<file path="config.mk">
export PLATFORM = sky130hd
export DESIGN_NAME = end_terminated_reply_deframer_core
export DESIGN_NICKNAME = d
export VERILOG_FILES = /design/src/hw/rtl/erd_pkg.sv /design/src/hw/rtl/erd_engine.sv /design/src/hw/rtl/erd_outq.sv /design/src/hw/rtl/end_terminated_reply_deframer_core.sv
export SDC_FILE = /design/constraint.sdc
export NUM_CORES = 1
export LEC_CHECK = 0
export ABC_CLOCK_PERIOD_IN_PS = 9400
export BUFFER_PORTS_ARGS = -buffer_cell sky130_fd_sc_hd__buf_2
export CORE_UTILIZATION = 59
export CTS_BUF_LIST = sky130_fd_sc_hd__clkbuf_8
export DETAILED_ROUTE_END_ITERATION = 8
export GPL_TIMING_DRIVEN = 1
export HOLD_SLACK_MARGIN = 0.08
export PLACE_DENSITY = 0.82
export SYNTH_ARGS = -nofsm -noshare
export SYNTH_HDL_FRONTEND = slang
export SYNTH_HIERARCHICAL = 1
export SYNTH_SLANG_ARGS = --single-unit
export TNS_END_PERCENT = 20
</file>
<file path="constraint.sdc">
create_clock -name clk -period 9.4 [get_ports clk]
set_clock_uncertainty 0.05 [all_clocks]
set_input_delay 0.47 -clock clk [delete_from_list [all_inputs] [get_ports clk]]
set_output_delay 0.47 -clock clk [all_outputs]
set_load 0.005 [all_outputs]
</file>
<file path="src/hw/rtl/erd_pkg.sv">
package erd_pkg;

  localparam int HoldDepth = 4;
  localparam int MaxRes    = 6;
  localparam int ResCntW   = 3;
  localparam int LineW     = 16;
  localparam int BodyW     = 21;
  localparam int CfgIdxW   = 2;

  localparam logic [1:0] KIND_BODY = 2'd0;
  localparam logic [1:0] KIND_OK   = 2'd1;
  localparam logic [1:0] KIND_ERR  = 2'd2;
  localparam logic [1:0] KIND_FAIL = 2'd3;

  localparam logic [CfgIdxW-1:0] REG_MAX_LINE  = 2'd0;
  localparam logic [CfgIdxW-1:0] REG_MAX_BODY  = 2'd1;
  localparam logic [CfgIdxW-1:0] REG_MAX_LINES = 2'd2;

  localparam logic [7:0] CH_NUL = 8'h00;
  localparam logic [7:0] CH_LF  = 8'h0A;
  localparam logic [7:0] CH_CR  = 8'h0D;

  localparam logic [BodyW-1:0] BODY_SAT = 21'h1FFFFF;

  localparam logic [LineW-1:0] RST_MAX_LINE  = 16'd4096;
  localparam logic [BodyW-1:0] RST_MAX_BODY  = 21'd65536;
  localparam logic [LineW-1:0] RST_MAX_LINES = 16'd2048;

  typedef struct packed {
    logic [7:0] rx_byte;
    logic       link_fail;
  } erd_in_t;

  typedef struct packed {
    logic [1:0] out_kind;
    logic [7:0] body_byte;
    logic       last;
  } erd_out_t;

  typedef struct packed {
    logic [LineW-1:0] line_cap;
    logic [BodyW-1:0] body_cap;
    logic [LineW-1:0] lines_cap;
  } erd_cfg_t;

  // All results caused by one received byte.
  typedef struct packed {
    logic [ResCntW-1:0]           cnt;
    logic [MaxRes-1:0][1:0]       kind;
    logic [MaxRes-1:0][7:0]       data;
  } erd_burst_t;

  function automatic logic [7:0] end_char(input logic [1:0] pos);
    logic [7:0] c;
    case (pos)
      2'd0:    c = 8'h45;
      2'd1:    c = 8'h4E;
      2'd2:    c = 8'h44;
      default: c = 8'h00;
    endcase
    return c;
  endfunction

  function automatic logic [7:0] err_char(input logic [2:0] pos);
    logic [7:0] c;
    case (pos)
      3'd0:    c = 8'h45;
      3'd1:    c = 8'h52;
      3'd2:    c = 8'h52;
      3'd3:    c = 8'h4F;
      3'd4:    c = 8'h52;
      default: c = 8'h00;
    endcase
    return c;
  endfunction

  function automatic logic [7:0] bad_char(input logic [3:0] pos);
    logic [7:0] c;
    case (pos)
      4'd0:    c = 8'h42;
      4'd1:    c = 8'h61;
      4'd2:    c = 8'h64;
      4'd3:    c = 8'h20;
      4'd4:    c = 8'h63;
      4'd5:    c = 8'h6F;
      4'd6:    c = 8'h6D;
      4'd7:    c = 8'h6D;
      4'd8:    c = 8'h61;
      4'd9:    c = 8'h6E;
      4'd10:   c = 8'h64;
      default: c = 8'h00;
    endcase
    return c;
  endfunction

endpackage

</file>
<file path="src/hw/rtl/erd_engine.sv">
module erd_engine
  import erd_pkg::*;
(
  input  logic       clk,
  input  logic       rst_n,
  input  logic       go,
  input  erd_in_t    item,
  input  erd_cfg_t   cfg,
  output erd_burst_t burst
);

  logic [7:0]       hb_r [HoldDepth];
  logic [2:0]       hc_r, hc_nxt;
  logic             em_r, em_nxt;
  logic [LineW-1:0] lp_r, lp_nxt;
  logic             ls_r, ls_nxt;
  logic             ns_r, ns_nxt;
  logic             sd_r, sd_nxt;
  logic [BodyW-1:0] bl_r, bl_nxt;
  logic [LineW-1:0] lc_r, lc_nxt;
  logic             ep_r, ep_nxt;
  logic             bp_r, bp_nxt;

  logic [7:0]         rx;
  logic               is_lf, is_nul;
  logic [2:0]         hc_m1, n_lf, hc1;
  logic               crtail, end_line, em1;
  logic               hold_cr, hold_end, hold;
  logic [2:0]         flush_n;
  logic               emit_b, force_sep, sep;
  logic [ResCntW-1:0] cnt_body;
  logic [7:0]         seq [MaxRes];
  logic               ep_upd, bp_upd;
  logic [BodyW:0]     bl_sum;
  logic [BodyW-1:0]   bl_new;
  logic [BodyW+1:0]   ovf_sum;
  logic               body_ovf;
  logic [LineW:0]     lp_inc, lc_inc;
  logic               line_ovf, lines_ovf, pre_fail, err_reply;
  logic               wr_hold;

  assign rx     = item.rx_byte;
  assign is_lf  = (rx == CH_LF);
  assign is_nul = (rx == CH_NUL);

  // A CR is only ever held as the last byte of the hold buffer.
  assign hc_m1    = hc_r - 3'd1;
  assign crtail   = (hc_r != 3'd0) && (hb_r[hc_m1[1:0]] == CH_CR);
  assign n_lf     = crtail ? hc_m1 : hc_r;
  assign end_line = em_r && (n_lf == 3'd3);
  assign hc1      = crtail ? 3'd0 : hc_r;
  assign em1      = !crtail && em_r;
  assign hold_cr  = (rx == CH_CR) && (hc1 < 3'(HoldDepth));
  assign hold_end = em1 && (hc1 < 3'd3) && (rx == end_char(hc1[1:0]));
  assign hold     = hold_cr || hold_end;

  // What the byte emits as content: a number of held bytes, then maybe itself.
  always_comb begin
    flush_n   = 3'd0;
    emit_b    = 1'b0;
    force_sep = 1'b0;
    if (is_lf) begin
      flush_n   = n_lf;
      force_sep = 1'b1;
    end else if (ns_r) begin
      flush_n = 3'd0;
    end else if (is_nul) begin
      flush_n = (em_r && hc_r == 3'd3) ? 3'd0 : hc_r;
    end else begin
      flush_n = (crtail || !hold) ? hc_r : 3'd0;
      emit_b  = !hold;
    end
  end

  assign sep      = sd_r && !ls_r && (force_sep || flush_n != 3'd0 || emit_b);
  assign cnt_body = {2'b00, sep} + flush_n + {2'b00, emit_b};

  // Body byte sequence and the running ERROR / Bad command prefix checks.
  always_comb begin
    logic [2:0] k;
    logic [4:0] pos;
    ep_upd = ep_r;
    bp_upd = bp_r;
    for (int j = 0; j < MaxRes; j++) begin
      k = 3'(j) - {2'b00, sep};
      if (sep && j == 0) begin
        seq[j] = CH_LF;
      end else if (k < flush_n) begin
        seq[j] = hb_r[k[1:0]];
      end else begin
        seq[j] = rx;
      end
      pos = 5'(bl_r[3:0]) + 5'(j);
      if ((3'(j) < cnt_body) && (bl_r[BodyW-1:4] == '0)) begin
        if ((pos < 5'd5) && (seq[j] != err_char(pos[2:0]))) begin
          ep_upd = 1'b0;
        end
        if ((pos < 5'd11) && (seq[j] != bad_char(pos[3:0]))) begin
          bp_upd = 1'b0;
        end
      end
    end
  end

  assign bl_sum    = {1'b0, bl_r} + (BodyW+1)'(cnt_body);
  assign bl_new    = (bl_sum > {1'b0, BODY_SAT}) ? BODY_SAT : bl_sum[BodyW-1:0];
  assign ovf_sum   = {2'b00, bl_r} + (BodyW+2)'(cnt_body) + (BodyW+2)'(1);
  assign body_ovf  = ovf_sum > {2'b00, cfg.body_cap};
  assign lp_inc    = {1'b0, lp_r} + (LineW+1)'(1);
  assign lc_inc    = {1'b0, lc_r} + (LineW+1)'(1);
  assign line_ovf  = lp_inc >= {1'b0, cfg.line_cap};
  assign lines_ovf = lc_inc >= {1'b0, cfg.lines_cap};
  assign pre_fail  = item.link_fail || (lc_r >= cfg.lines_cap) ||
                     (lp_r >= cfg.line_cap);
  assign err_reply = (ep_r && bl_r >= 21'd5) || (bp_r && bl_r >= 21'd11);

  always_comb begin
    hc_nxt  = hc_r;
    em_nxt  = em_r;
    lp_nxt  = lp_r;
    ls_nxt  = ls_r;
    ns_nxt  = ns_r;
    sd_nxt  = sd_r;
    bl_nxt  = bl_r;
    lc_nxt  = lc_r;
    ep_nxt  = ep_r;
    bp_nxt  = bp_r;
    wr_hold = 1'b0;
    burst   = '0;
    if (pre_fail || (is_lf && !end_line && (body_ovf || lines_ovf)) ||
        (!is_lf && line_ovf)) begin
      burst.cnt     = 3'd1;
      burst.kind[0] = KIND_FAIL;
    end else if (is_lf && end_line) begin
      burst.cnt     = 3'd1;
      burst.kind[0] = err_reply ? KIND_ERR : KIND_OK;
    end else begin
      burst.cnt = cnt_body;
      for (int j = 0; j < MaxRes; j++) begin
        burst.kind[j] = KIND_BODY;
        burst.data[j] = (3'(j) < cnt_body) ? seq[j] : 8'h00;
      end
      bl_nxt = bl_new;
      ep_nxt = ep_upd;
      bp_nxt = bp_upd;
      if (is_lf) begin
        sd_nxt = (bl_new != '0);
        lc_nxt = lc_inc[LineW-1:0];
        hc_nxt = 3'd0;
        em_nxt = 1'b1;
        lp_nxt = '0;
        ls_nxt = 1'b0;
        ns_nxt = 1'b0;
      end else begin
        lp_nxt = lp_inc[LineW-1:0];
        ls_nxt = ls_r || (flush_n != 3'd0) || emit_b;
        if (ns_r) begin
          ls_nxt = ls_r;
        end else if (is_nul) begin
          ns_nxt = 1'b1;
          if (!(em_r && hc_r == 3'd3)) begin
            hc_nxt = 3'd0;
            em_nxt = 1'b0;
          end
        end else if (hold) begin
          wr_hold = 1'b1;
          hc_nxt  = hc1 + 3'd1;
          em_nxt  = em1;
        end else begin
          hc_nxt = 3'd0;
          em_nxt = 1'b0;
        end
      end
    end
    // Failure and close both rearm for the next reply.
    if (burst.cnt == 3'd1 && burst.kind[0] != KIND_BODY) begin
      hc_nxt = 3'd0;
      em_nxt = 1'b1;
      lp_nxt = '0;
      ls_nxt = 1'b0;
      ns_nxt = 1'b0;
      sd_nxt = 1'b0;
      bl_nxt = '0;
      lc_nxt = '0;
      ep_nxt = 1'b1;
      bp_nxt = 1'b1;
    end
  end

  always_ff @(posedge clk) begin
    if (!rst_n) begin
      hc_r <= 3'd0;
      em_r <= 1'b1;
      lp_r <= '0;
      ls_r <= 1'b0;
      ns_r <= 1'b0;
      sd_r <= 1'b0;
      bl_r <= '0;
      lc_r <= '0;
      ep_r <= 1'b1;
      bp_r <= 1'b1;
    end else if (go) begin
      hc_r <= hc_nxt;
      em_r <= em_nxt;
      lp_r <= lp_nxt;
      ls_r <= ls_nxt;
      ns_r <= ns_nxt;
      sd_r <= sd_nxt;
      bl_r <= bl_nxt;
      lc_r <= lc_nxt;
      ep_r <= ep_nxt;
      bp_r <= bp_nxt;
    end
  end

  always_ff @(posedge clk) begin
    if (go && wr_hold) begin
      hb_r[hc1[1:0]] <= rx;
    end
  end

  a_hold_depth : assert property (@(posedge clk) disable iff (!rst_n)
    hc_r <= 3'(HoldDepth))
    else $error("hold count beyond hold depth");

  a_term_single : assert property (@(posedge clk) disable iff (!rst_n)
    (burst.cnt != 3'd1 && burst.cnt != 3'd0) |-> burst.kind[0] == KIND_BODY)
    else $error("terminal result shares a burst with other results");

  a_rearm : assert property (@(posedge clk) disable iff (!rst_n)
    (go && burst.cnt == 3'd1 && burst.kind[0] != KIND_BODY)
      |=> (bl_r == '0 && lc_r == '0 && hc_r == 3'd0))
    else $error("reply state not rearmed after close or failure");

endmodule

</file>
<file path="src/hw/rtl/erd_outq.sv">
module erd_outq
  import erd_pkg::*;
(
  input  logic       clk,
  input  logic       rst_n,
  input  logic       load,
  input  erd_burst_t burst,
  output logic       ready,
  output logic       out_valid,
  input  logic       out_stall,
  output erd_out_t   out_data
);

  logic [1:0]         kind_r [MaxRes];
  logic [7:0]         data_r [MaxRes];
  logic [ResCntW-1:0] cnt_r, idx_r;
  logic [ResCntW-1:0] idx_inc, rd;
  logic               out_acc;

  assign idx_inc   = idx_r + 3'd1;
  assign out_valid = (idx_r != cnt_r);
  assign out_acc   = out_valid && !out_stall;
  // Free when empty, or when the final beat of the burst leaves this cycle.
  assign ready     = !out_valid || (out_acc && idx_inc == cnt_r);
  assign rd        = (idx_r < 3'(MaxRes)) ? idx_r : 3'd0;

  assign out_data.out_kind  = kind_r[rd];
  assign out_data.body_byte = data_r[rd];
  assign out_data.last      = (idx_inc == cnt_r);

  always_ff @(posedge clk) begin
    if (!rst_n) begin
      cnt_r <= '0;
      idx_r <= '0;
    end else if (load) begin
      cnt_r <= burst.cnt;
      idx_r <= '0;
    end else if (out_acc) begin
      idx_r <= idx_inc;
    end
  end

  always_ff @(posedge clk) begin
    if (load) begin
      for (int j = 0; j < MaxRes; j++) begin
        kind_r[j] <= burst.kind[j];
        data_r[j] <= burst.data[j];
      end
    end
  end

  a_idx_bound : assert property (@(posedge clk) disable iff (!rst_n)
    idx_r <= cnt_r)
    else $error("read index passed the burst length");

  a_cnt_bound : assert property (@(posedge clk) disable iff (!rst_n)
    cnt_r <= 3'(MaxRes))
    else $error("burst longer than the result buffer");

  a_load_shows : assert property (@(posedge clk) disable iff (!rst_n)
    (load && burst.cnt != '0) |=> (out_valid && idx_r == '0))
    else $error("loaded burst not presented");

endmodule

</file>
<file path="src/hw/rtl/end_terminated_reply_deframer_core.sv">
// Channel | Ports                              | Direction | Beat
// input   | in_valid, in_stall, in_data        | in        | one received byte or link failure
// result  | out_valid, out_stall, out_data     | out       | one body byte or one reply status
// config  | cfg_we, cfg_index, cfg_wdata       | in        | one register write
// A byte is decoded into up to six results while it sits in the input register;
// the results are loaded into the result buffer and leave one per cycle unless stalled.
// Bytes that give at most one result flow at one per cycle while the output is not stalled;
// a byte that flushes held bytes occupies the result buffer until its last result leaves.
// Reset is synchronous and active low; it restores the register defaults and rearms.
// Output stall holds the result buffer, which in turn stalls the input register.
module end_terminated_reply_deframer_core
  import erd_pkg::*;
(
  input  logic               clk,
  input  logic               rst_n,
  input  logic               in_valid,
  output logic               in_stall,
  input  erd_in_t            in_data,
  output logic               out_valid,
  input  logic               out_stall,
  output erd_out_t           out_data,
  input  logic               cfg_we,
  input  logic [CfgIdxW-1:0] cfg_index,
  input  logic [BodyW-1:0]   cfg_wdata
);

  erd_cfg_t   cfg_r;
  erd_in_t    in_r;
  logic       in_valid_r;
  logic       q_ready, go, in_acc;
  erd_burst_t burst;

  always_ff @(posedge clk) begin
    if (!rst_n) begin
      cfg_r.line_cap  <= RST_MAX_LINE;
      cfg_r.body_cap  <= RST_MAX_BODY;
      cfg_r.lines_cap <= RST_MAX_LINES;
    end else if (cfg_we) begin
      case (cfg_index)
        REG_MAX_LINE:  cfg_r.line_cap  <= cfg_wdata[LineW-1:0];
        REG_MAX_BODY:  cfg_r.body_cap  <= cfg_wdata;
        REG_MAX_LINES: cfg_r.lines_cap <= cfg_wdata[LineW-1:0];
        default: begin
        end
      endcase
    end
  end

  assign go       = in_valid_r && q_ready;
  assign in_stall = in_valid_r && !q_ready;
  assign in_acc   = in_valid && !in_stall;

  always_ff @(posedge clk) begin
    if (!rst_n) begin
      in_valid_r <= 1'b0;
    end else if (in_acc) begin
      in_valid_r <= 1'b1;
    end else if (go) begin
      in_valid_r <= 1'b0;
    end
  end

  always_ff @(posedge clk) begin
    if (in_acc) begin
      in_r <= in_data;
    end
  end

  erd_engine u_engine (
    .clk   (clk),
    .rst_n (rst_n),
    .go    (go),
    .item  (in_r),
    .cfg   (cfg_r),
    .burst (burst)
  );

  erd_outq u_outq (
    .clk       (clk),
    .rst_n     (rst_n),
    .load      (go),
    .burst     (burst),
    .ready     (q_ready),
    .out_valid (out_valid),
    .out_stall (out_stall),
    .out_data  (out_data)
  );

endmodule

</file>
==> results.cfg <==
[clocking]
worstSkewPairLatency_ns = 0.58
cts_tree = yes
numCtsBuffers = 40
clockBufferDepth = 3
path_clk_slew_ns = 0.06
root_buffer = clkbuf_8
cts.htree.levels = 2
clock_sink_count = 229

[pwr]
net-switching-power_uw = 828
pwr-share-seq = 0.412
intPower_uw = 1980
power_frac_comb = 0.193
clkPwrFrac = 0.396
p_sw_frac = 0.294
leakagePower_uw = 0.00757
vdd_drop_max_v = 0.000172
power_density_nw_per_um2 = 146

[yosys]
yosysSeqAreaShare = 0.320
syn_inst = 2071
async_flop_share = 0
synth_seq_cells = 229
synth-edff-count = 101
ys_warn_count = 6
ys_types = 92
synth_flop_cell = dfxtp_1
syn_area_per_cell_sq_um = 8.45
syn_area_sq_um = 17500

[grt]
grt.total_usage = 0.350
grt_max_degree = 87
grt_pass1_wl_mm = 84.5
grt_overflow_total = 0
grt_pass1_vias = 15500
grt_antenna_before_repair = 0

[critical_path]
startpoint_type = flip-flop
worstSetupPathType = flip-flop to flip-flop
arrival_ns = 9.54
crit_fanout = 18
critical_path.slowest_cell = or4b_1
critPathTopFamily = simple AND/OR/NAND/NOR gates
cp.buffers_inverters = 6
cpPeakStageDelay_ns = 0.54
endpoint_kind = flip-flop
cp.required_ns = 9.84

[placed_design]
gp_congestion = 0.974
hpwl_mm = 39.0
portBuffers = 49
dpl_cell_area_sq_um = 18000
pre_cts_ws_ns = -0.110

[routing]
vias_per_cell = 6.44
drc = 0
post_drt_wl_per_cell_um = 21.5
num_vias = 16200
drt_iter0_drc = 1940
drt_wl_total_mm = 54.1
drtPass1Iterations = 7
ant_nets = 0

[floorplan]
start_util = 0.605
die_area_sq_um = 30400
ios = 50
die_w_um = 174
num_rows = 62
core_area_sq_um = 28900
die_h_um = 174

[finish]
n_antenna_cell = 0
final_cell_mix = nand2_1, nor2_1, a21oi_1, ha_1, dfxtp_1
syn_to_final_growth_pct = 9.69
final_nets = 2279
utilization = 0.664
finalInstanceArea_sq_um = 19200
final_common_cell = nand2_1
drive_gt1_frac = 0.106

[worst_hold_path]
hp-class = primary input to flip-flop

[timing]
maxSlewHeadroom = 0.274
worst_slack_ns = 0.300
fin_tns_setup_ns = 0
setup_viol = 0
fin_crit_ns = 9.10
tightestPinTransition_ns = 1.06
hold_viol_final = 0
drv_slew = 0
clock.fmax_mhz = 110
fin_crit_sh = 0.968

[flow_run]
maxCapViolCount = 0

[run_status]
outcome = completed
## through the flow
step           total power (uW)  hold slack [ns]  cells
2_1_floorplan              1520            0.385   2080
3_3_place_gp               1680            0.393   2422
3_5_place_dp               1690            0.401   2422
4_1_cts                    2810           0.0879   2507
5_1_grt                    2910            0.107   2516
6_report                   2810            0.118   2516
## logic make-up after synthesis
group,share of synthesized area
simple gates,0.205
compound gates,0.171
buf+inv,0.0584
flops,0.320
fa+ha+maj,0.102
mux,0.0837
xor+xnor,0.0605
other cells,0.000214
## final cells by class
cell class,instances,area [sq um]
Sequential cell,229,5600
Multi-Input combinational cell,1615,11100
Clock inverter,24,304
Inverter,112,420
Timing Repair Buffer,103,678
Fill cell,2354,9730
Tap cell,384,480
Clock buffer,49,674
## what timing repair did
action / 4_1_cts / 5_1_grt
gates resized for setup: 5 / 22
pin swaps: 2 / 7
hold endpoints to repair: 10 / 0
setup buffers: 2 / 9
hold buffers: 10 / 0
endpoints found under the setup margin: 3 / 92
## registers in the layout, indices dropped and copies added, names as in the netlist, 3 cells and up, named ones only
signal / cells
u_outq/idx_r: 3
u_engine/hb_r: 32
u_outq/kind_r: 12
cfg_r: 53
u_outq/data_r: 48
in_r: 9
u_engine/lp_r: 16
u_engine/hc_r: 3
u_outq/cnt_r: 3
u_engine/bl_r: 21
u_engine/lc_r: 16
## worst paths after layout
check / slack [ns] / end / cells after the start / startpoint
worst max-delay path: 0.30 / flip-flop / 41 / u_engine/hb_r[1][7]
worst min-delay path: 0.12 / cfg_r[36] / 3 / cfg_wdata[20]
worst max register to register: 0.30 / flip-flop / 41 / u_engine/hb_r[1][7]
worst min register to register: 0.41 / cfg_r[31] / 2 / cfg_r[31]
## cells in the mapped netlist (all sizes together) (14+ instances only)
library cell    n  share of area
nand3          78          0.022
nor4           17         0.0061
mux2           14         0.0090
and3           24         0.0086
a211oi         18         0.0077
a21oi         146          0.042
a21o           21         0.0090
o21ai          90          0.026
xor2           52          0.026
ha            138          0.099
nand2         279          0.060
dfxtp         128           0.15
clkbuf         78          0.017
a31oi          26         0.0093
nor3           28         0.0080
and2           17         0.0061
inv           111          0.024
nand4          32          0.011
o21a           20         0.0086
nor2b          35          0.013
o211ai         20         0.0089
mux2i         104          0.059
xnor2          69          0.035
edfxtp        101           0.17
nor2          168          0.036
buf            46          0.018
## metal layers
layer,global-route usage,vias to the layer above,part of all wire
li1,-,7492,-
met1,0.429,7610,0.39
met2,0.576,863,0.46
met3,0.0523,228,0.075
met4,0.223,0,0.071
met5,0,-,0
## power groups by stage
stage,combinational (uW),clock [uW],sequential (uW)
after global placement,504,0,1180
final,542,1110,1160
after global routing,581,1170,1160
after CTS,526,1130,1160
after floorplan,370,0,1150
after detailed placement,516,0,1180
## worst register-to-register path: cells and delay by family (launching register included)
family          cells  cell delay (ns)
buf+inv             6             0.66
fa+ha+maj           6             1.57
simple gates       14             3.41
mux                 1             0.51
xor+xnor            2             0.29
compound gates     12             2.11
flops               1             0.42
Note: power is estimated with default switching activity, not from simulation.
